`src/rtl/assert_macros.svh`:
```
// Assertion macros shared by the phased pattern burst PWM RTL.
// No dependencies; included by the files that carry concurrent checks.
`ifndef ASSERT_MACROS_SVH
`define ASSERT_MACROS_SVH

// Clocked check, masked while reset is asserted (active-low reset).
`define PPB_ASSERT(lbl, clk, rstn, prop, msg) \
  lbl: assert property (@(posedge clk) disable iff (!(rstn)) (prop)) else $error(msg);

// Clocked check that also holds during reset.
`define PPB_ASSERT_ALWAYS(lbl, clk, prop, msg) \
  lbl: assert property (@(posedge clk) (prop)) else $error(msg);

`endif

```
`src/rtl/ppb_pkg.sv`:
```
// Package for the phased pattern burst PWM: sizes, codes, reset values and pattern ROM.
// No dependencies; used by the stream interfaces and the top level.
`timescale 1ns / 1ps

package ppb_pkg;

  // Channel count and derived index width
  localparam int unsigned NUM_CHANNELS = 8;
  localparam int unsigned CH_W = (NUM_CHANNELS > 1) ? $clog2(NUM_CHANNELS) : 1;

  // Payload widths
  localparam int unsigned OPCODE_W  = 2;
  localparam int unsigned CHANNEL_W = 4;
  localparam int unsigned VALUE_W   = 16;
  localparam int unsigned PINS_W    = 8;
  localparam int unsigned FAST_W    = 11;
  localparam int unsigned OFFSET_W  = 5;
  localparam int unsigned OFFSETS_W = 40;

  // Pattern geometry
  localparam int unsigned AC_STEPS  = 20;
  localparam int unsigned PATTERN_W = 20;
  localparam int unsigned ROM_DEPTH = 21;
  localparam int unsigned STEP_W    = 5;
  localparam int unsigned FAST_SHIFT = 10;

  // Divider geometry: dividend below 2^27, quotient below 2^11
  localparam int unsigned DVD_W = 27;
  localparam int unsigned QUO_W = 11;
  localparam int unsigned REM_W = 16;
  localparam int unsigned CNT_W = 4;

  // Configuration port
  localparam int unsigned ADDR_W = 5;
  localparam int unsigned DATA_W = 64;

  // Register reset values
  localparam logic [VALUE_W-1:0]   PWM_MIN_RST = 16'd0;
  localparam logic [VALUE_W-1:0]   PWM_MAX_RST = 16'd1000;
  localparam logic [PINS_W-1:0]    AC_MASK_RST = 8'd63;
  localparam logic [OFFSETS_W-1:0] OFFSETS_RST = 40'd168274080;

  typedef enum logic [OPCODE_W-1:0] {
    OP_TICK = 2'd0,
    OP_SET  = 2'd1,
    OP_READ = 2'd2,
    OP_BAD  = 2'd3
  } opcode_e;

  typedef enum logic [1:0] {
    REG_PWM_MIN = 2'd0,
    REG_PWM_MAX = 2'd1,
    REG_AC_MASK = 2'd2,
    REG_OFFSETS = 2'd3
  } reg_idx_e;

  typedef enum logic [1:0] {
    S_IDLE,
    S_TICK,
    S_DIV,
    S_RESULT
  } state_e;

  // On/off burst patterns, one per rounded step 0..20
  localparam logic [PATTERN_W-1:0] PATTERN_ROM [ROM_DEPTH] = '{
    20'h00000,
    20'h00001, 20'h00003, 20'h00007, 20'h0000F,
    20'h0001F, 20'h01C07, 20'h01C0F, 20'h03C0F,
    20'h03C1F, 20'h07C1F, 20'h07C3F, 20'h0FC3F,
    20'h0FC7F, 20'h1FC7F, 20'h07FFF, 20'h0FFFF,
    20'h1FFFF, 20'h3FFFF, 20'h7FFFF, 20'hFFFFF
  };

endpackage

```
`src/rtl/ppb_stream_if.sv`:
```
// Valid/ready stream interfaces for the command and result channels.
// Depends on ppb_pkg for payload widths.
`timescale 1ns / 1ps

interface ppb_in_if;
  import ppb_pkg::*;
  logic                 valid;
  logic                 ready;
  logic [OPCODE_W-1:0]  opcode;
  logic [CHANNEL_W-1:0] channel;
  logic [VALUE_W-1:0]   duty_value;

  modport source (output valid, output opcode, output channel, output duty_value,
                  input ready);
  modport sink   (input valid, input opcode, input channel, input duty_value,
                  output ready);
endinterface

interface ppb_out_if;
  import ppb_pkg::*;
  logic               valid;
  logic               ready;
  logic               status;
  logic [PINS_W-1:0]  pin_levels;
  logic [FAST_W-1:0]  fast_duty;
  logic [VALUE_W-1:0] read_value;

  modport source (output valid, output status, output pin_levels, output fast_duty,
                  output read_value, input ready);
  modport sink   (input valid, input status, input pin_levels, input fast_duty,
                  input read_value, output ready);
endinterface

```
`src/rtl/phased_pattern_burst_pwm.sv`:
```
// Top level of the phased pattern burst PWM: command decode, tick sequencer, divider.
// Depends on ppb_pkg, ppb_stream_if and assert_macros.svh.
//
//   channel   direction  handshake        payload
//   in_i      sink       valid/ready      opcode, channel, duty_value
//   out_o     source     valid/ready      status, pin_levels, fast_duty, read_value
//   apb       slave      psel/penable     paddr, pwdata, prdata (64-bit, regs at 8*i)
//
// A tick walks the channels one per cycle through a shared mod-20 adder.
// A valid set with nonzero pwm_max runs the shared restoring divider one quotient
// bit per cycle. Other items go straight to the result state.
// Reset (rst_ni low, asynchronous) clears registers to their defaults, both stores,
// the phase counter and the held pin levels. The result sits in an output register;
// a stalled result holds the next item in its final state until the register frees.
`timescale 1ns / 1ps

`include "assert_macros.svh"

module phased_pattern_burst_pwm (
  input  logic                        clk_i,
  input  logic                        rst_ni,
  ppb_in_if.sink                      in_i,
  ppb_out_if.source                   out_o,
  input  logic                        psel,
  input  logic                        penable,
  input  logic                        pwrite,
  input  logic [ppb_pkg::ADDR_W-1:0]  paddr,
  input  logic [ppb_pkg::DATA_W-1:0]  pwdata,
  output logic [ppb_pkg::DATA_W-1:0]  prdata,
  output logic                        pready
);
  import ppb_pkg::*;

  // Configuration registers
  logic [VALUE_W-1:0]   pwm_min_q;
  logic [VALUE_W-1:0]   pwm_max_q;
  logic [PINS_W-1:0]    ac_mask_q;
  logic [OFFSETS_W-1:0] offsets_q;

  // Block state
  logic [VALUE_W-1:0]   duty_q    [NUM_CHANNELS];
  logic [PATTERN_W-1:0] pattern_q [NUM_CHANNELS];
  logic [STEP_W-1:0]    phase_q;
  logic [PINS_W-1:0]    level_q;

  // Sequencer and datapath registers
  state_e               state_q, state_d;
  logic [CNT_W-1:0]     step_q;
  logic [CH_W-1:0]      ch_q;
  logic                 ac_q;
  logic [PINS_W-1:0]    lv_q;
  logic [REM_W-1:0]     rem_q;
  logic [QUO_W-1:0]     quo_q;
  logic                 res_status_q;
  logic [FAST_W-1:0]    res_fast_q;
  logic [VALUE_W-1:0]   res_read_q;

  // Output register
  logic                 out_valid_q;
  logic                 out_status_q;
  logic [PINS_W-1:0]    out_pins_q;
  logic [FAST_W-1:0]    out_fast_q;
  logic [VALUE_W-1:0]   out_read_q;

  logic                 cfg_wr;
  reg_idx_e             cfg_idx;
  logic                 in_fire;
  logic                 out_load;
  logic                 ch_ok;
  logic                 set_ok;
  logic [CH_W-1:0]      in_ch;
  logic                 in_ac;
  logic [DVD_W-1:0]     dividend;
  logic [OFFSET_W-1:0]  off_arr [NUM_CHANNELS];
  logic [CH_W-1:0]      tick_ch;
  logic [STEP_W:0]      phase_sum;
  logic [STEP_W-1:0]    bit_idx;
  logic                 pat_bit;
  logic [PINS_W-1:0]    lv_next;
  logic [REM_W:0]       part;
  logic [REM_W+1:0]     diff;
  logic                 q_bit;
  logic [QUO_W-1:0]     quo_final;
  logic [STEP_W-1:0]    rom_idx;
  logic                 tick_last;
  logic                 div_last;

  // ---------------------------------------------------------------------------
  // Configuration port
  // ---------------------------------------------------------------------------
  assign pready  = 1'b1;
  assign cfg_wr  = psel && penable && pwrite && pready;
  assign cfg_idx = reg_idx_e'(paddr[ADDR_W-1:3]);

  // Write the addressed register
  always_ff @(posedge clk_i or negedge rst_ni) begin
    if (!rst_ni) begin
      pwm_min_q <= PWM_MIN_RST;
      pwm_max_q <= PWM_MAX_RST;
      ac_mask_q <= AC_MASK_RST;
      offsets_q <= OFFSETS_RST;
    end else if (cfg_wr) begin
      unique case (cfg_idx)
        REG_PWM_MIN: pwm_min_q <= pwdata[VALUE_W-1:0];
        REG_PWM_MAX: pwm_max_q <= pwdata[VALUE_W-1:0];
        REG_AC_MASK: ac_mask_q <= pwdata[PINS_W-1:0];
        REG_OFFSETS: offsets_q <= pwdata[OFFSETS_W-1:0];
      endcase
    end
  end

  // Read back the addressed register
  always_comb begin
    unique case (cfg_idx)
      REG_PWM_MIN: prdata = DATA_W'(pwm_min_q);
      REG_PWM_MAX: prdata = DATA_W'(pwm_max_q);
      REG_AC_MASK: prdata = DATA_W'(ac_mask_q);
      REG_OFFSETS: prdata = DATA_W'(offsets_q);
    endcase
  end

  // ---------------------------------------------------------------------------
  // Command decode
  // ---------------------------------------------------------------------------
  assign in_i.ready = (state_q == S_IDLE);
  assign in_fire    = in_i.valid && in_i.ready;
  assign in_ch      = in_i.channel[CH_W-1:0];
  assign ch_ok      = (32'(in_i.channel) < NUM_CHANNELS);
  assign in_ac      = ac_mask_q[in_ch];
  assign set_ok     = ch_ok && (in_i.duty_value >= pwm_min_q)
                      && (in_i.duty_value <= pwm_max_q);

  // Scaled value plus half the divisor for rounding
  always_comb begin
    if (in_ac) begin
      dividend = DVD_W'({in_i.duty_value, 4'b0000}) + DVD_W'({in_i.duty_value, 2'b00})
                 + DVD_W'(pwm_max_q[VALUE_W-1:1]);
    end else begin
      dividend = DVD_W'({in_i.duty_value, {FAST_SHIFT{1'b0}}})
                 + DVD_W'(pwm_max_q[VALUE_W-1:1]);
    end
  end

  // ---------------------------------------------------------------------------
  // Shared units: mod-20 phase adder and one restoring divider step
  // ---------------------------------------------------------------------------
  always_comb begin
    for (int c = 0; c < NUM_CHANNELS; c++) begin
      off_arr[c] = offsets_q[c*OFFSET_W +: OFFSET_W];
    end
  end

  assign tick_ch   = step_q[CH_W-1:0];
  assign phase_sum = {1'b0, phase_q} + {1'b0, off_arr[tick_ch]};

  // Fold the sum (at most 50) back into 0..19
  always_comb begin
    priority if (phase_sum >= (STEP_W+1)'(2*AC_STEPS)) begin
      bit_idx = STEP_W'(phase_sum - (STEP_W+1)'(2*AC_STEPS));
    end else if (phase_sum >= (STEP_W+1)'(AC_STEPS)) begin
      bit_idx = STEP_W'(phase_sum - (STEP_W+1)'(AC_STEPS));
    end else begin
      bit_idx = phase_sum[STEP_W-1:0];
    end
  end

  assign pat_bit   = ac_mask_q[tick_ch] && pattern_q[tick_ch][bit_idx];
  assign tick_last = (32'(tick_ch) == NUM_CHANNELS - 1);

  // Merge the current channel's bit into the levels gathered so far
  always_comb begin
    lv_next          = lv_q;
    lv_next[tick_ch] = pat_bit;
  end

  // Trial subtract of the divisor from the shifted remainder
  assign part      = {rem_q, quo_q[QUO_W-1]};
  assign diff      = {1'b0, part} - {2'b00, pwm_max_q};
  assign q_bit     = !diff[REM_W+1];
  assign quo_final = {quo_q[QUO_W-2:0], q_bit};
  assign div_last  = (step_q == CNT_W'(QUO_W - 1));
  assign rom_idx   = (quo_final > QUO_W'(AC_STEPS)) ? STEP_W'(AC_STEPS)
                                                    : quo_final[STEP_W-1:0];

  // ---------------------------------------------------------------------------
  // Sequencer
  // ---------------------------------------------------------------------------
  assign out_load = (state_q == S_RESULT) && (!out_valid_q || out_o.ready);

  always_ff @(posedge clk_i or negedge rst_ni) begin
    if (!rst_ni) begin
      state_q <= S_IDLE;
    end else begin
      state_q <= state_d;
    end
  end

  always_comb begin
    state_d = state_q;
    unique case (state_q)
      S_IDLE: begin
        if (in_fire) begin
          unique case (opcode_e'(in_i.opcode))
            OP_TICK: state_d = S_TICK;
            OP_SET:  state_d = (set_ok && (pwm_max_q != '0)) ? S_DIV : S_RESULT;
            OP_READ: state_d = S_RESULT;
            OP_BAD:  state_d = S_RESULT;
          endcase
        end
      end
      S_TICK:   if (tick_last) state_d = S_RESULT;
      S_DIV:    if (div_last) state_d = S_RESULT;
      S_RESULT: if (out_load) state_d = S_IDLE;
    endcase
  end

  // Datapath: accept, tick walk and divider iterations
  always_ff @(posedge clk_i) begin
    unique case (state_q)
      S_IDLE: begin
        if (in_fire) begin
          step_q       <= '0;
          lv_q         <= '0;
          ch_q         <= in_ch;
          ac_q         <= in_ac;
          rem_q        <= dividend[DVD_W-1:QUO_W];
          quo_q        <= dividend[QUO_W-1:0];
          res_fast_q   <= '0;
          unique case (opcode_e'(in_i.opcode))
            OP_TICK: begin
              res_status_q <= 1'b0;
              res_read_q   <= '0;
            end
            OP_SET: begin
              res_status_q <= !set_ok;
              res_read_q   <= '0;
            end
            OP_READ: begin
              res_status_q <= !ch_ok;
              res_read_q   <= ch_ok ? duty_q[in_ch] : '0;
            end
            OP_BAD: begin
              res_status_q <= 1'b1;
              res_read_q   <= '0;
            end
          endcase
        end
      end
      S_TICK: begin
        lv_q   <= lv_next;
        step_q <= step_q + 1'b1;
      end
      S_DIV: begin
        if (q_bit) rem_q <= diff[REM_W-1:0];
        else       rem_q <= part[REM_W-1:0];
        quo_q  <= quo_final;
        step_q <= step_q + 1'b1;
        if (div_last && !ac_q) res_fast_q <= quo_final;
      end
      S_RESULT: ;
    endcase
  end

  // Stores, phase counter and held pin levels
  always_ff @(posedge clk_i or negedge rst_ni) begin
    if (!rst_ni) begin
      for (int c = 0; c < NUM_CHANNELS; c++) begin
        duty_q[c]    <= '0;
        pattern_q[c] <= '0;
      end
      phase_q <= '0;
      level_q <= '0;
    end else begin
      // Store the value; with zero full scale latch pattern zero at once
      if (in_fire && (opcode_e'(in_i.opcode) == OP_SET) && set_ok) begin
        duty_q[in_ch] <= in_i.duty_value;
        if (in_ac && (pwm_max_q == '0)) pattern_q[in_ch] <= PATTERN_ROM[0];
      end
      // Latch the rounded pattern when the divider finishes
      if ((state_q == S_DIV) && div_last && ac_q) begin
        pattern_q[ch_q] <= PATTERN_ROM[rom_idx];
      end
      // Publish the new levels and advance the phase after the last channel
      if ((state_q == S_TICK) && tick_last) begin
        level_q <= lv_next;
        phase_q <= (phase_q == STEP_W'(AC_STEPS - 1)) ? '0 : phase_q + 1'b1;
      end
    end
  end

  // ---------------------------------------------------------------------------
  // Output register
  // ---------------------------------------------------------------------------
  always_ff @(posedge clk_i or negedge rst_ni) begin
    if (!rst_ni) begin
      out_valid_q <= 1'b0;
    end else if (out_load) begin
      out_valid_q <= 1'b1;
    end else if (out_o.ready) begin
      out_valid_q <= 1'b0;
    end
  end

  always_ff @(posedge clk_i) begin
    if (out_load) begin
      out_status_q <= res_status_q;
      out_pins_q   <= level_q;
      out_fast_q   <= res_fast_q;
      out_read_q   <= res_read_q;
    end
  end

  assign out_o.valid      = out_valid_q;
  assign out_o.status     = out_status_q;
  assign out_o.pin_levels = out_pins_q;
  assign out_o.fast_duty  = out_fast_q;
  assign out_o.read_value = out_read_q;

  // ---------------------------------------------------------------------------
  // Checks
  // ---------------------------------------------------------------------------
  `PPB_ASSERT(a_accept_leaves_idle, clk_i, rst_ni, in_fire |=> (state_q != S_IDLE), "stuck idle")
  `PPB_ASSERT_ALWAYS(a_phase_range, clk_i, phase_q < STEP_W'(AC_STEPS), "phase out of range")
  `PPB_ASSERT(a_level_on_tick, clk_i, rst_ni, !$stable(level_q) |-> $past(state_q == S_TICK), "stray")
  `PPB_ASSERT(a_rem_below_div, clk_i, rst_ni, (state_q == S_DIV) |-> (rem_q < pwm_max_q), "big rem")

endmodule
```
`src/flat_wrapper.sv`:
```
// flat-port wrapper written by rule: the top's interface ports become plain ports
module phased_pattern_burst_pwm_flat import ppb_pkg::*;
  (clk_i, rst_ni, psel, penable, pwrite, paddr, pwdata, prdata, pready, in_i_valid, in_i_opcode, in_i_channel, in_i_duty_value, in_i_ready, out_o_valid, out_o_status, out_o_pin_levels, out_o_fast_duty, out_o_read_value, out_o_ready);
  ppb_in_if in_i_i ();
  ppb_out_if out_o_i ();
  input  logic clk_i;
  input  logic rst_ni;
  input  logic psel;
  input  logic penable;
  input  logic pwrite;
  input  logic [ppb_pkg::ADDR_W-1:0] paddr;
  input  logic [ppb_pkg::DATA_W-1:0] pwdata;
  output logic [ppb_pkg::DATA_W-1:0] prdata;
  output logic pready;
  input wire logic [$bits(in_i_i.valid)-1:0] in_i_valid;
  input wire logic [$bits(in_i_i.opcode)-1:0] in_i_opcode;
  input wire logic [$bits(in_i_i.channel)-1:0] in_i_channel;
  input wire logic [$bits(in_i_i.duty_value)-1:0] in_i_duty_value;
  output wire logic [$bits(in_i_i.ready)-1:0] in_i_ready;
  output wire logic [$bits(out_o_i.valid)-1:0] out_o_valid;
  output wire logic [$bits(out_o_i.status)-1:0] out_o_status;
  output wire logic [$bits(out_o_i.pin_levels)-1:0] out_o_pin_levels;
  output wire logic [$bits(out_o_i.fast_duty)-1:0] out_o_fast_duty;
  output wire logic [$bits(out_o_i.read_value)-1:0] out_o_read_value;
  input wire logic [$bits(out_o_i.ready)-1:0] out_o_ready;
  assign in_i_i.valid = in_i_valid;
  assign in_i_i.opcode = in_i_opcode;
  assign in_i_i.channel = in_i_channel;
  assign in_i_i.duty_value = in_i_duty_value;
  assign in_i_ready = in_i_i.ready;
  assign out_o_valid = out_o_i.valid;
  assign out_o_status = out_o_i.status;
  assign out_o_pin_levels = out_o_i.pin_levels;
  assign out_o_fast_duty = out_o_i.fast_duty;
  assign out_o_read_value = out_o_i.read_value;
  assign out_o_i.ready = out_o_ready;
  phased_pattern_burst_pwm u_core (.clk_i(clk_i), .rst_ni(rst_ni), .in_i(in_i_i), .out_o(out_o_i), .psel(psel), .penable(penable), .pwrite(pwrite), .paddr(paddr), .pwdata(pwdata), .prdata(prdata), .pready(pready));
endmodule
```
`config.mk`:
```
export PLATFORM = sky130hd
export DESIGN_NAME = phased_pattern_burst_pwm_flat
export DESIGN_NICKNAME = d
export VERILOG_FILES = /design/src/rtl/ppb_pkg.sv /design/src/rtl/ppb_stream_if.sv /design/src/rtl/phased_pattern_burst_pwm.sv /design/src/flat_wrapper.sv
export VERILOG_INCLUDE_DIRS = /design/src /design/src/rtl
export SDC_FILE = /design/constraint.sdc
export NUM_CORES = 1
export LEC_CHECK = 0
export ABC_AREA = 1
export BUFFER_PORTS_ARGS = -buffer_cell sky130_fd_sc_hd__clkbuf_2
export CAP_MARGIN = 15
export CELL_PAD_IN_SITES_DETAIL_PLACEMENT = 2
export CELL_PAD_IN_SITES_GLOBAL_PLACEMENT = 2
export CORE_ASPECT_RATIO = 1.4
export CORE_MARGIN = 1.5
export CORE_UTILIZATION = 39
export DETAILED_ROUTE_END_ITERATION = 12
export GPL_TIMING_DRIVEN = 0
export PLACE_DENSITY = 0.89
export SYNTH_ARGS = -nofsm -noshare
export SYNTH_HDL_FRONTEND = slang
export SYNTH_SLANG_ARGS = --single-unit
```
`constraint.sdc`:
```
create_clock -name clk_i -period 11 [get_ports clk_i]
set_input_delay 0.55 -clock clk_i [delete_from_list [all_inputs] [get_ports clk_i]]
set_output_delay 0.55 -clock clk_i [all_outputs]
set_load 0.03 [all_outputs]
```
==> run metrics <==
outcome completed; top post-synthesis cells by count nand2_1 (1,155), dfrtp_1 (362), inv_1 (312); Vias about 27,000; fin. max-slew vios 0; Layout fillers roughly 7,700; crit path capture type register; number of global-route vias before repair ~31,000; Final Hold Viols 0; CP max FO 10; most frequent cell after synthesis nand2_1; initial antenna violation count 6; Final Wtd Congestion about 0.90; Top cell by count, worst path nand2_1; RSZ-0062 raised after global routing no; starting density of the core around 39%; FF+latch count, synth between 400 and 500; layout cells sized above 1 a little under an eighth; utilization after layout about 45%; H-Tree Depth 2; Remaining DRCs 0; Top Usage Layer GRT met2; Cell variety after synth 53; Die X 224 um; Pwr Density 263 nW/um^2; worst hold-check path type input pin to register; # IOs ~200; # setup viols final 0; HPWL after DPL 86.3 mm; # Post-CTS Setup Buffers 0; CP Class register to register; WP data required between 10 and 15 ns; met1 usage 40.1%; Worst-path clk slew 0.07 ns; row count approximately 110; WL final approximately 140 mm; post-synthesis sequential area ratio between 40% and 50%; CP peak stage delay between 0.6 and 0.7 ns; Critical-path top delay cell nand3_1; CTS max path bufs 3; met3 GRT Util between 6 and 7%; port bufs 148; met2 Resource Use GR between 60% and 70%; Die Y-Extent approximately 310 um; routed len/inst about 30 um; top-area cell type share of the netlist area between 30 and 40%; CTS tree done; clk sinks 491; Rel. slew slack between 20% and 30%; largest net degree at the start of global routing ~110; Least-Margin Pin Slew about 1.2 ns; Pre-antenna DRT Iters 6; Pleak roughly 0.015 uW; cell accounting for the most synthesized area dfrtp_1; first-pass GRT wire length 199 mm; drt initial violations ~2,000; maxcap violations 0; Final ANT Viol Nets 0; maximum vdd ir drop about 0.00016 V; CP Launch Type register; setup skew after layout 0.0346 ns; post_cts resized 0; GRT overflow 0; setup_tns 0 ns; Final min period ~5.8 ns; overall power about 8100 uW; root buffer cell clkbuf_16; Final Cycle Share a little over half; Tot GR Track Use ~38%; most frequently used flop master after synthesis dfrtp_1; post-synth design cell area ~27,000 um^2; Core Footprint just under 70,000 um^2; average cell area after synthesis 7.90 um^2; Peak Freq around 170 MHz; CTS Buf Count 53; drt via density about 6.1; Arrival @ worst endpoint between 6 and 7 ns; worst skew pair latency around 0.69 ns; EDFF count, synth ~110; synth top area cells dfrtp_1 (34%), nand2_1 (16%), edfxtp_1 (12%); Final #Nets ~3,800; Area Overhead vs Synth 14.3%; Async SR Flop Fraction between 70% and 80%; YS warnings 0; Synth Instances between 3,000 and 4,000; die area 70,100 um^2
## metal layers
metal  part of all wire [%]  routed length [um]
met1                     35               47300
met4                    9.8               13400
met5                 0.0081                  11
met3                    5.5                7520
met2                     50               67900
## critical path, delay by kind of cell (launching register included)
| family | cells | cell delay (ns) |
|---|---|---|
| AOI/OAI and AO/OA | 1 | 0.15 |
| xor gates and xnor gates | 1 | 0.38 |
| adders and majority gates | 3 | 0.94 |
| buffers and inverters | 6 | 1.21 |
| DFF | 1 | 0.43 |
| and+or+nand+nor | 17 | 2.48 |
## through the flow
stage               hold WS (ns)  setup WS, ns  instances  area [um^2]
floorplan                  0.254          6.77       3405        26800
global placement           0.403         0.142       4415        28600
CTS                       0.0927          5.42       4520        30500
finish                    0.0953          5.24       4525        30600
global route               0.108          4.96       4525        30600
detailed placement         0.408          5.88       4419        28800
## logic make-up (layout without fill, tap and decap cells)
family / Yosys count / count (layout) / synth area share, %
adder cells (fa/ha/maj): 103 / 103 / 4.96
flip-flops: 491 / 491 / 48.1
other: 2 / 29 / 0.0281
AO/OA/AOI/OAI: 490 / 490 / 10.8
XOR/XNOR: 36 / 36 / 1.18
buffers and inverters: 503 / 757 / 8.01
AND/OR/NAND/NOR: 1757 / 1757 / 26.9
## sequential cells by signal, indices dropped and copies added (netlist names), 11 cells and up
register	cells
u_core.duty_q	128
u_core.quo_q	11
u_core.res_read_q	16
u_core.out_o.fast_duty	11
u_core.pwm_max_q	16
u_core.pattern_q	160
u_core.rem_q	16
u_core.out_o.read_value	16
u_core.pwm_min_q	16
u_core.offsets_q	40
u_core.res_fast_q	11
## cells in the final DEF (no fill, tap or decap), types with 30 or more instances in the layout
cell type,instances
clkbuf_2,147
buf_2,63
ha_1,98
buf_4,36
nand2_1,1155
dfrtp_1,362
nand3_1,254
inv_1,312
nor2_1,255
edfxtp_1,107
clkbuf_16,54
clkbuf_1,75
o21ai_0,230
o22ai_1,30
a21oi_1,86
## report_power, final
group	total, uW	internal (uW)	switching [uW]
clock network	1940	1030	911
registers	2660	2330	324
logic	3450	881	2570
total	8050	4250	3800
## timing repair
action                                 CTS  global route
setup endpoints to repair                0             0
hold buffers                             1             0
endpoints found under the hold margin    3             0
## cell type report
type	instances	area, um^2	share of cell area (%)
Clock inverter	31	272	0.889
Antenna cell	4	10.0	0.0328
Inverter	328	1230	4.04
Multi-Input combinational cell	2411	11800	38.8
Tap cell	862	1080	3.53
Timing Repair Buffer	154	867	2.84
Clock buffer	69	1490	4.87
Sequential cell	491	12800	42.1
Buffer	175	907	2.97
## worst paths after layout
check,to,depth (start not counted),startpoint,slack [ns]
max in group asynchronous,u_core.offsets_q[14],5,rst_ni,8.36
worst max register to register,u_core.lv_q[4],28,u_core.step_q[0],5.24
min in group asynchronous,u_core.duty_q[10],2,rst_ni,0.53
worst max-delay path,u_core.lv_q[4],28,u_core.step_q[0],5.24
worst min-delay path,u_core.offsets_q[19],3,pwdata[19],0.1
worst min register to register,u_core.out_o.read_value[3],0,u_core.res_read_q[3],0.42
Power figures use the tool's default switching activity.
